--- src/rtl/text_console_writer_assert.svh ---
// assertion macros used by the text console sequencer
`ifndef TEXT_CONSOLE_WRITER_ASSERT_SVH
`define TEXT_CONSOLE_WRITER_ASSERT_SVH

// same-cycle implication, disabled during reset
`define TCW_ASSERT_IMP(lbl, clk_s, rst_n, ante, cons) \
	lbl: assert property (@(posedge clk_s) disable iff (!rst_n) (ante) |-> (cons)) \
		else $error("text console same-cycle check failed");

// next-cycle implication, disabled during reset
`define TCW_ASSERT_NXT(lbl, clk_s, rst_n, ante, cons) \
	lbl: assert property (@(posedge clk_s) disable iff (!rst_n) (ante) |=> (cons)) \
		else $error("text console next-cycle check failed");

`endif

--- src/rtl/tcw_pkg.sv ---
// shared constants, types and state codes of the text console
package tcw_pkg;

	localparam int COLUMNS        = 80;
	localparam int ROWS           = 25;
	localparam int CELL_COUNT     = ROWS * COLUMNS;
	localparam int LAST_ROW_START = (ROWS - 1) * COLUMNS;

	localparam int ADDR_W = $clog2(CELL_COUNT);
	localparam int PTR_W  = $clog2(CELL_COUNT + 1);
	localparam int CUR_W  = $clog2(CELL_COUNT + COLUMNS);
	localparam int COL_W  = $clog2(COLUMNS);

	localparam int CELL_W  = 16;
	localparam int CHAR_W  = 8;
	localparam int ATTR_W  = 8;
	localparam int IDX_W   = 11;
	localparam int POS_W   = 11;
	localparam int PADDR_W = 3;
	localparam int PDATA_W = 32;

	localparam int TAB_STEP = 4;

	localparam logic CMD_WRITE = 1'b0;
	localparam logic CMD_READ  = 1'b1;

	localparam logic [CHAR_W-1:0] CH_BACKSPACE = 8'h08;
	localparam logic [CHAR_W-1:0] CH_TAB       = 8'h09;
	localparam logic [CHAR_W-1:0] CH_NEWLINE   = 8'h0a;
	localparam logic [CHAR_W-1:0] CH_FORMFEED  = 8'h0c;
	localparam logic [CHAR_W-1:0] CH_SPACE     = 8'h20;

	localparam logic [ATTR_W-1:0] CLEAR_ATTR = 8'h0f;
	localparam logic [ATTR_W-1:0] ATTR_RESET = 8'h0f;

	// register index, taken from paddr above the byte offset
	localparam logic REG_TEXT_ATTR = 1'b0;

	typedef enum logic [2:0] {
		ST_INIT,
		ST_IDLE,
		ST_READ,
		ST_EMIT,
		ST_SCROLL,
		ST_ZROW,
		ST_CLEAR
	} state_t;

	typedef struct packed {
		logic              we;
		logic [ADDR_W-1:0] waddr;
		logic [CELL_W-1:0] wdata;
		logic              re;
		logic [ADDR_W-1:0] raddr;
	} mem_req_t;

	typedef struct packed {
		logic              fire;
		logic [POS_W-1:0]  cursor_pos;
		logic [CELL_W-1:0] cell_data;
	} emit_t;

endpackage

--- src/rtl/tcw_seq.sv ---
// sequencer: cursor tracking, character handling and memory sweeps
`include "text_console_writer_assert.svh"

module tcw_seq (
	input  logic                               clk,
	input  logic                               arst_n,
	input  logic                               in_valid,
	output logic                               in_stall,
	input  logic                               cmd,
	input  logic [tcw_pkg::CHAR_W-1:0]         char_code,
	input  logic                               lone_char,
	input  logic [tcw_pkg::IDX_W-1:0]          cell_index,
	input  logic [tcw_pkg::ATTR_W-1:0]         text_attr,
	input  logic [tcw_pkg::CELL_W-1:0]         rd_data,
	output tcw_pkg::mem_req_t                  mem_req,
	output tcw_pkg::emit_t                     emit,
	input  logic                               out_free
);

	tcw_pkg::state_t state_q, state_d;

	logic [tcw_pkg::CUR_W-1:0]  cursor_q;
	logic [tcw_pkg::COL_W-1:0]  col_q;
	logic [tcw_pkg::PTR_W-1:0]  ptr_q;
	logic                       rd_ok_q;
	logic                       wr_pend_s1;
	logic [tcw_pkg::ADDR_W-1:0] wr_addr_s1;

	logic                       accept;
	logic                       is_read;
	logic                       is_clear;
	logic                       idx_ok;
	logic                       ptr_last;
	logic                       ptr_end;
	logic [tcw_pkg::CUR_W-1:0]  cur_nxt;
	logic [tcw_pkg::COL_W-1:0]  col_nxt;
	logic [tcw_pkg::COL_W:0]    col_sum;
	logic                       wrap;
	logic                       char_we;
	logic [tcw_pkg::ADDR_W-1:0] char_addr;
	logic [tcw_pkg::CELL_W-1:0] char_data;

	assign accept   = in_valid && (state_q == tcw_pkg::ST_IDLE);
	assign is_read  = (cmd == tcw_pkg::CMD_READ);
	assign is_clear = lone_char && (char_code == tcw_pkg::CH_FORMFEED);
	assign idx_ok   = 32'(cell_index) < 32'(tcw_pkg::CELL_COUNT);
	assign ptr_last = (ptr_q == tcw_pkg::PTR_W'(tcw_pkg::CELL_COUNT - 1));
	assign ptr_end  = (ptr_q == tcw_pkg::PTR_W'(tcw_pkg::CELL_COUNT));
	assign col_sum  = {1'b0, col_q} + (tcw_pkg::COL_W + 1)'(tcw_pkg::TAB_STEP);
	assign wrap     = (cur_nxt >= tcw_pkg::CUR_W'(tcw_pkg::CELL_COUNT));

	// cursor and column after one character
	always_comb begin
		cur_nxt   = cursor_q + 1'b1;
		col_nxt   = (col_q == tcw_pkg::COL_W'(tcw_pkg::COLUMNS - 1)) ? '0 : col_q + 1'b1;
		char_we   = 1'b1;
		char_addr = cursor_q[tcw_pkg::ADDR_W-1:0];
		char_data = {text_attr, char_code};
		case (char_code)
			tcw_pkg::CH_NEWLINE: begin
				cur_nxt = cursor_q - tcw_pkg::CUR_W'(col_q) + tcw_pkg::CUR_W'(tcw_pkg::COLUMNS);
				col_nxt = '0;
				char_we = 1'b0;
			end
			tcw_pkg::CH_TAB: begin
				cur_nxt = cursor_q + tcw_pkg::CUR_W'(tcw_pkg::TAB_STEP);
				if (col_sum >= (tcw_pkg::COL_W + 1)'(tcw_pkg::COLUMNS)) begin
					col_nxt = tcw_pkg::COL_W'(col_sum - (tcw_pkg::COL_W + 1)'(tcw_pkg::COLUMNS));
				end else begin
					col_nxt = tcw_pkg::COL_W'(col_sum);
				end
				char_we = 1'b0;
			end
			tcw_pkg::CH_BACKSPACE: begin
				// clamps at home, blanks the cell under the new cursor
				if (cursor_q != '0) begin
					cur_nxt = cursor_q - 1'b1;
					col_nxt = (col_q == '0) ? tcw_pkg::COL_W'(tcw_pkg::COLUMNS - 1) : col_q - 1'b1;
				end else begin
					cur_nxt = cursor_q;
					col_nxt = col_q;
				end
				char_addr = cur_nxt[tcw_pkg::ADDR_W-1:0];
				char_data = {text_attr, tcw_pkg::CH_SPACE};
			end
			default: begin
			end
		endcase
	end

	// next state
	always_comb begin
		state_d = state_q;
		case (state_q)
			tcw_pkg::ST_INIT: begin
				if (ptr_last) state_d = tcw_pkg::ST_IDLE;
			end
			tcw_pkg::ST_IDLE: begin
				if (accept) begin
					if (is_read) state_d = tcw_pkg::ST_READ;
					else if (is_clear) state_d = tcw_pkg::ST_CLEAR;
					else if (wrap) state_d = tcw_pkg::ST_SCROLL;
					else state_d = tcw_pkg::ST_EMIT;
				end
			end
			tcw_pkg::ST_READ, tcw_pkg::ST_EMIT: begin
				if (out_free) state_d = tcw_pkg::ST_IDLE;
			end
			tcw_pkg::ST_SCROLL: begin
				if (ptr_end) state_d = tcw_pkg::ST_ZROW;
			end
			tcw_pkg::ST_ZROW, tcw_pkg::ST_CLEAR: begin
				if (ptr_last) state_d = tcw_pkg::ST_EMIT;
			end
			default: state_d = tcw_pkg::ST_IDLE;
		endcase
	end

	// outputs
	always_comb begin
		mem_req         = '0;
		emit.fire       = 1'b0;
		emit.cursor_pos = tcw_pkg::POS_W'(cursor_q);
		emit.cell_data  = '0;
		in_stall        = 1'b1;
		case (state_q)
			tcw_pkg::ST_INIT: begin
				mem_req.we    = 1'b1;
				mem_req.waddr = ptr_q[tcw_pkg::ADDR_W-1:0];
			end
			tcw_pkg::ST_IDLE: begin
				in_stall = 1'b0;
				if (accept && is_read) begin
					mem_req.re    = idx_ok;
					mem_req.raddr = tcw_pkg::ADDR_W'(cell_index);
				end else if (accept && !is_clear) begin
					mem_req.we    = char_we;
					mem_req.waddr = char_addr;
					mem_req.wdata = char_data;
				end
			end
			tcw_pkg::ST_READ: begin
				emit.fire      = out_free;
				emit.cell_data = rd_ok_q ? rd_data : '0;
			end
			tcw_pkg::ST_EMIT: begin
				emit.fire = out_free;
			end
			tcw_pkg::ST_SCROLL: begin
				// read one row ahead, write back the cell read last cycle
				mem_req.re    = !ptr_end;
				mem_req.raddr = ptr_q[tcw_pkg::ADDR_W-1:0];
				mem_req.we    = wr_pend_s1;
				mem_req.waddr = wr_addr_s1;
				mem_req.wdata = rd_data;
			end
			tcw_pkg::ST_ZROW: begin
				mem_req.we    = 1'b1;
				mem_req.waddr = ptr_q[tcw_pkg::ADDR_W-1:0];
			end
			tcw_pkg::ST_CLEAR: begin
				mem_req.we    = 1'b1;
				mem_req.waddr = ptr_q[tcw_pkg::ADDR_W-1:0];
				mem_req.wdata = {tcw_pkg::CLEAR_ATTR, tcw_pkg::CH_SPACE};
			end
			default: begin
			end
		endcase
	end

	always_ff @(posedge clk or negedge arst_n) begin
		if (!arst_n) begin
			state_q    <= tcw_pkg::ST_INIT;
			cursor_q   <= '0;
			col_q      <= '0;
			ptr_q      <= '0;
			rd_ok_q    <= 1'b0;
			wr_pend_s1 <= 1'b0;
		end else begin
			state_q    <= state_d;
			wr_pend_s1 <= (state_q == tcw_pkg::ST_SCROLL) && !ptr_end;
			case (state_q)
				tcw_pkg::ST_IDLE: begin
					if (accept) begin
						rd_ok_q <= idx_ok;
						if (is_read) begin
						end else if (is_clear) begin
							cursor_q <= '0;
							col_q    <= '0;
							ptr_q    <= '0;
						end else if (wrap) begin
							cursor_q <= tcw_pkg::CUR_W'(tcw_pkg::LAST_ROW_START);
							col_q    <= '0;
							ptr_q    <= tcw_pkg::PTR_W'(tcw_pkg::COLUMNS);
						end else begin
							cursor_q <= cur_nxt;
							col_q    <= col_nxt;
						end
					end
				end
				tcw_pkg::ST_SCROLL: begin
					if (ptr_end) ptr_q <= tcw_pkg::PTR_W'(tcw_pkg::LAST_ROW_START);
					else ptr_q <= ptr_q + 1'b1;
				end
				tcw_pkg::ST_INIT, tcw_pkg::ST_ZROW, tcw_pkg::ST_CLEAR: begin
					ptr_q <= ptr_q + 1'b1;
				end
				default: begin
				end
			endcase
		end
	end

	// destination of each scrolled cell, one row above its source
	always_ff @(posedge clk) begin
		wr_addr_s1 <= tcw_pkg::ADDR_W'(ptr_q - tcw_pkg::PTR_W'(tcw_pkg::COLUMNS));
	end

	`TCW_ASSERT_IMP(a_cursor_range, clk, arst_n, 1'b1, cursor_q < tcw_pkg::CUR_W'(tcw_pkg::CELL_COUNT))
	`TCW_ASSERT_IMP(a_col_range, clk, arst_n, 1'b1, col_q < tcw_pkg::COL_W'(tcw_pkg::COLUMNS - 1) || col_q == tcw_pkg::COL_W'(tcw_pkg::COLUMNS - 1))
	`TCW_ASSERT_IMP(a_no_rw_overlap, clk, arst_n, mem_req.re && mem_req.we, mem_req.raddr != mem_req.waddr)
	`TCW_ASSERT_NXT(a_clear_homes, clk, arst_n, state_q == tcw_pkg::ST_CLEAR && state_d == tcw_pkg::ST_EMIT, cursor_q == '0 && col_q == '0)

endmodule

--- config.mk ---
export PLATFORM = sky130hd
export DESIGN_NAME = tcw_seq
export DESIGN_NICKNAME = d
export VERILOG_FILES = /design/src/rtl/tcw_pkg.sv /design/src/rtl/tcw_seq.sv
export VERILOG_INCLUDE_DIRS = /design/src /design/src/rtl
export SDC_FILE = /design/constraint.sdc
export NUM_CORES = 1
export LEC_CHECK = 0
export BUFFER_PORTS_ARGS = -buffer_cell sky130_fd_sc_hd__buf_2
export CORE_UTILIZATION = 35
export DETAILED_ROUTE_END_ITERATION = 10
export MAX_ROUTING_LAYER = met4
export PLACE_DENSITY_LB_ADDON = 0.1
export RECOVER_POWER = 25
export SYNTH_ARGS = -nofsm -noshare
export SYNTH_HDL_FRONTEND = slang
export SYNTH_SLANG_ARGS = --single-unit
--- constraint.sdc ---
create_clock -name clk -period 3.3 [get_ports clk]
set_input_delay 0.165 -clock clk [delete_from_list [all_inputs] [get_ports clk]]
set_output_delay 0.165 -clock clk [all_outputs]
set_load 0.02 [all_outputs]
# After elaboration in Yosys (flattened, before gate mapping)
# Cells that the tools add are included.
dict set report totals {
  ff_bits 46
  in_bits 49
  output_inout_bits 69
  word_cells 102
}
dict set report classes {
  n_addsub 11
  order_cmp 3
  n_eq_ne 21
  mux 39
  bitwise_logic 1
  n_reduce_logical 20
}
# operator n
set op_table {}
lappend op_table {{12-bit one-hot mux with 3 select lines} 2}
lappend op_table {{11-bit 2-to-1 mux} 6}
lappend op_table {{28-bit 2-to-1 mux} 2}
lappend op_table {{12-bit 2-to-1 mux} 4}
lappend op_table {{16-bit one-hot mux with 3 select lines} 1}
lappend op_table {{7-bit 2-to-1 mux} 6}
lappend op_table {{11-bit one-hot mux with 3 select lines} 1}
lappend op_table {{8-bit by 4-bit equality test with 1-bit output (second input constant)} 4}
lappend op_table {{16-bit 2-to-1 mux} 2}
lappend op_table {{3-bit 2-to-1 mux} 8}
lappend op_table {{12-bit one-hot mux with 2 select lines} 1}
lappend op_table {{11-bit equality test (second input constant)} 2}
lappend op_table {{7-bit one-hot mux with 3 select lines} 1}
lappend op_table {{3-bit one-hot mux with 5 select lines} 1}
lappend op_table {{12-bit by 1-bit adder with 12-bit output (second input constant)} 1}
lappend op_table {{12-bit by 3-bit adder with 12-bit output (second input constant)} 1}
lappend op_table {{12-bit by 7-bit adder with 12-bit output (second input constant)} 1}
lappend op_table {{12-bit by 11-bit >= comparator with 1-bit output (second input constant)} 1}
lappend op_table {{12-bit nonzero test} 1}
lappend op_table {{12-bit by 1-bit subtractor with 12-bit output (second input constant)} 1}
lappend op_table {{12-bit by 7-bit subtractor with 12-bit output} 1}
lappend op_table {{11-bit by 1-bit adder with 11-bit output (second input constant)} 1}
lappend op_table {{11-bit less-than comparator (second input constant)} 1}
lappend op_table {{11-bit by 7-bit subtractor with 11-bit output (second input constant)} 1}
lappend op_table {{27 further kinds} 44}

# Longest topological paths before layout
dict set report depth {
  ltp_word 9
  mapped_depth 16
  depth_no_buf 14
}

# Worst setup path before layout
# No wires, ideal clock.
dict set report synth_timing {
  path_type {register to register}
  from {register cursor_q[0] in the netlist's numbering}
  to {register col_q[2] in the netlist's numbering}
  setup_ps 67
  arrival_ps 3445
  t_required_ps 3233
  setup_slack_ps -213
  stages_incl_launch_ff 17
  path_buffers 2
  synth_period_minus_slack_ps 3513
  cell_sequence {dfrtp_1 clkbuf_1 inv_1 ha_1 inv_1 ha_1 fa_1 a21o_1 a2111oi_0 a311oi_1 a211oi_1 a211oi_1 or2_1 a21o_1 buf_6 o31ai_4 a32o_1}
}
dict set report synth_between {
  elab_chain_cells 6
  word_cells_on_any_way 13
  cone_classes {add/sub: 5; order compare: 1; eq/ne: 1; mux: 4; reduce/logical: 2}
}
# item line
set synth_lines {}
lappend synth_lines {{from (decl)} tcw_seq.sv:22} ;# logic [tcw_pkg::CUR_W-1:0] cursor_q;
lappend synth_lines {{from (signal assigned)} tcw_seq.sv:192} ;# cursor_q <= tcw_pkg::CUR_W'(tcw_pkg::LAST_ROW_START);
lappend synth_lines {{from (signal assigned)} tcw_seq.sv:196} ;# cursor_q <= cur_nxt;
lappend synth_lines {{12-bit by 7-bit subtractor with 12-bit output (tied with other cells)} tcw_seq.sv:61} ;# cur_nxt = cursor_q - tcw_pkg::CUR_W'(col_q) + tcw_pkg::CUR_W'(tcw_pkg::COLUMNS);
lappend synth_lines {{12-bit by 7-bit adder with 12-bit output or 12-bit 2-to-1 mux (tied branches)} {tcw_seq.sv:61, tcw_seq.sv:76}}
lappend synth_lines {{12-bit one-hot mux with 3 select lines} tcw_seq.sv:59} ;# case (char_code)
lappend synth_lines {{12-bit by 11-bit >= comparator with 1-bit output} tcw_seq.sv:50} ;# assign wrap = (cur_nxt >= tcw_pkg::CUR_W'(tcw_pkg::CELL_COUNT));
lappend synth_lines {{4-bit != test (no source line) or 7-bit 2-to-1 mux (tied branches)} --}
lappend synth_lines {{4-bit AND reduction (no source line) or 7-bit 2-to-1 mux (tied branches)} --}
lappend synth_lines {{to (signal assigned)} tcw_seq.sv:197} ;# col_q <= col_nxt;
lappend synth_lines {{to (decl)} tcw_seq.sv:23} ;# logic [tcw_pkg::COL_W-1:0] col_q;
# Several ways; a longest one is shown, not always the timed one.
# A chain may end at the register's enable or synchronous reset.

# Final worst setup path
dict set report layout_timing {
  from {register cursor_q[3] in the netlist's numbering}
  to {register state_q[1]}
}
dict set report layout_between {
  elab_chain_cells 9
  word_cells_on_any_way 14
  cone_classes {add/sub: 5; order compare: 1; mux: 7; reduce/logical: 1}
}
# item line
set layout_lines {}
lappend layout_lines {{12-bit by 7-bit subtractor with 12-bit output (tied with other cells)} tcw_seq.sv:61}
lappend layout_lines {{12-bit by 7-bit adder with 12-bit output or 12-bit 2-to-1 mux (tied branches)} {tcw_seq.sv:61, tcw_seq.sv:76}}
lappend layout_lines {{12-bit one-hot mux with 3 select lines *} tcw_seq.sv:59}
lappend layout_lines {{12-bit by 11-bit >= comparator with 1-bit output *} tcw_seq.sv:50}
lappend layout_lines {{3-bit 2-to-1 mux *} tcw_seq.sv:102} ;# else if (wrap) state_d = tcw_pkg::ST_SCROLL;
lappend layout_lines {{3-bit 2-to-1 mux *} tcw_seq.sv:101} ;# else if (is_clear) state_d = tcw_pkg::ST_CLEAR;
lappend layout_lines {{3-bit 2-to-1 mux *} tcw_seq.sv:100} ;# if (is_read) state_d = tcw_pkg::ST_READ;
lappend layout_lines {{3-bit 2-to-1 mux *} tcw_seq.sv:99} ;# if (accept) begin
lappend layout_lines {{3-bit one-hot mux with 5 select lines *} tcw_seq.sv:94} ;# case (state_q)
lappend layout_lines {{to (signal assigned)} tcw_seq.sv:173} ;# state_q <= tcw_pkg::ST_INIT;
lappend layout_lines {{to (signal assigned)} tcw_seq.sv:180} ;# state_q <= state_d;
lappend layout_lines {{to (decl)} tcw_seq.sv:20} ;# tcw_pkg::state_t state_q, state_d;
# Mark *: on every way between the ends. The rest lies on a longest branch, timed or not. The select of a mux whose other input is x is not followed.

==> results.cfg <==
[synth]
synth.avg_cell_area_um2 = 7.66
synth_top_cell_by_area = dfrtp_1
synth-async-reset-ratio = 0.761
ys_ff_latch = 46
synth_area_leaders = dfrtp_1, ha_1, nand2_1
ys_seq_area_frac = 0.203
synth_cell_types = 92
ys.flop_type = dfrtp_1
synth_edf_count = 0
yosysWarnings = 0
synthesis.area_um2 = 5410
synth_top_cell_area_share = 0.162
syn-num-nets = 799
netlist_instances = 706

[power_and_ir_drop]
max-vdd-ir-drop_uv = 310
power.leakage_uw = 0.00315
power.density_nw_per_um2 = 865

[sta]
setup_tns_ps = -129
tightestPinTransition_ps = 2200
fin_crit_sh = 1.01
max_freq_mhz = 299
finalSetupViolations = 9
fin_ws_ps = -46.2
fin_skew_ps = 10.8
fin_crit_ps = 3350
slew_headroom = -0.465
hold_viol_final = 0
drv_slew = 36
rsz0062_at_grt = true

[worst_setup_path]
reg2reg_depth = 15
critPathArrivalTime_ps = 3540
cp-start-kind = flip-flop
crit_required_ps = 3490
max_stage_delay_ps = 500
rrSetupSlack_ps = -50
rr_endpoint = state_q[1]
critical_path.cell_chain = ha_4, ha_2, buf_6, buf_4, a21oi_2, o211a_1, or4_4, a21oi_4, o211ai_1, a32oi_4, a21o_1, buf_4, buf_6, nand3_2, a41o_1
slowest_stage = or4_4
crit_fanout = 5
crit_path_start = cursor_q[3]
critPathKind = reg2reg
r2r_start = cursor_q[3]
critPathCapture = state_q[1]
cp-end-kind = flip-flop

[route]
vias = 6009
ant_nets = 0
drtIter0Drc = 467
drc = 0
drtPass1Iterations = 5
wl_mm = 20.3
routed_via_density = 5.68
wl_per_cell_um = 19.2

[global_route]
grt_pass1_vias = 5782
overflow = 0
antenna_found_initial = 0
grt_max_degree = 36
track_usage = 0.263
grt_pass1_wl_mm = 31.8

[die]
die_area_um2 = 16000
ioPinCount = 118
fp.dieW_um = 126
core_area_um2 = 15100
chipHeight_um = 126
rows = 45
start_util = 0.357

[clock_tree]
cts-root-buf = clkbuf_16
cts_tree = done
clk_latency_ps = 310
holdBufCountCts = 0
clkSinkCount = 46
clock_path_buffers = 2
cts_buffers = 5
clkTransAtPathRegs_ps = 70
htreeDepth = 2

[place]
placed_cell_area_um2 = 6590
place_ws_ps = -185
io_buffers = 117
routabilityCongestion = 0.930
dp_hpwl_mm = 15.4

[cells_and_area]
syn_to_final_growth_pct = 32.3
finish.instance_area_um2 = 7160
drive_above_1_share = 0.329
fillers = 1495
final_common_cell = buf_2
finalNetCount = 961
layout_common_cells = buf_2, buf_4, nand2_1, nor2_1, o21ai_0
diodes = 0
utilization = 0.473

[run_status]
failed_checks = max-capacitance violations, max-slew violations, negative setup slack
outcome = finished, violations left

[min_path]
hp-class = in2reg

[flow_run]
maxCapViolCount = 1
-- synthesized netlist by cell type, types with 9 or more instances --
| cell | n |
|---|---|
| o22ai_1 | 11 |
| nand3_1 | 28 |
| o21ai_1 | 13 |
| dfrtp_1 | 35 |
| clkbuf_1 | 30 |
| a21oi_1 | 34 |
| a22oi_1 | 15 |
| buf_4 | 12 |
| a22o_1 | 26 |
| nor3_1 | 16 |
| and3_1 | 11 |
| nand2_1 | 72 |
| xnor2_1 | 28 |
| and2_1 | 19 |
| o21ai_0 | 44 |
| nor2_1 | 56 |
| o211ai_1 | 14 |
| a31oi_1 | 9 |
| ha_1 | 43 |
| dfxtp_1 | 11 |
| inv_1 | 36 |
-- sequential cells by signal (all words and copies together) (netlist names) --
signal / flops
cursor_q: 12
ptr_q: 11
wr_addr_s1: 11
col_q: 7
state_q: 3
rd_ok_q: 1
wr_pend_s1: 1
-- worst max-delay path: cells and delay by family (launching register included) --
family	cells	cell delay, ps
fa+ha+maj	2	470
simple gates	2	570
compound gates	7	1300
flops	1	440
buf+inv	4	460
-- power by group --
group          total [µW]  leakage [µW]  internal [µW]  switching (µW)
combinational        4490       0.00253           1960            2530
sequential           1100      0.000543            799             298
clock                 606     0.0000771            359             248
total                6190       0.00315           3120            3070
-- worst min-delay path by stage --
stage               slack, ps           to           from  depth (start not counted)
global route              300   state_q[1]            cmd                          4
detailed placement        360     col_q[4]         arst_n                          1
global placement          350     col_q[4]         arst_n                          1
floorplan                -130     col_q[0]         arst_n                          0
finish                    290      rd_ok_q  cell_index[6]                          4
CTS                        30  cursor_q[6]         arst_n                          1
-- per-stage QoR --
step / std cells / hold slack, ps / total power (µW)
final: 1057 / 287 / 6190
after global routing: 1057 / 304 / 6630
after CTS: 1050 / 31.3 / 5920
after detailed placement: 1036 / 359 / 4990
after global placement: 1036 / 352 / 4970
after floorplan: 706 / -131 / 3680
-- metal layers --
metal,vias up,wire (µm),global-route usage
met5,-,0,-
met1,2869,9100,0.334
met2,185,9810,0.426
met3,39,819,0.0329
met4,0,586,0.0999
li1,2916,-,-
-- layout make-up --
type	instances	area, µm²	share of cell area
Tap cell	188	235	0.0329
Clock buffer	6	129	0.0180
Sequential cell	46	1100	0.153
Multi-Input combinational cell	572	4250	0.593
Inverter	39	149	0.0208
Clock inverter	2	37.5	0.00524
Timing Repair Buffer	204	1260	0.177
-- what timing repair did --
item                                   4_1_cts  5_1_grt
endpoints found under the hold margin        0        0
setup endpoints to repair                   28       28
pin swaps                                   30       28
cloned                                       0        1
setup buffers                                8        6
resized for setup                           29       26
-- cells by family (layout without fill, tap and decap cells) --
| kind of cell | after synthesis | in the layout | share of synthesized area |
|---|---|---|---|
| flops | 46 | 46 | 0.203 |
| fa+ha+maj | 44 | 44 | 0.103 |
| xor+xnor | 36 | 36 | 0.0583 |
| mux | 6 | 6 | 0.0116 |
| compound gates | 227 | 227 | 0.300 |
| buf+inv | 89 | 251 | 0.0728 |
| simple gates | 258 | 259 | 0.252 |
Note: power is estimated with default switching activity, not from simulation.
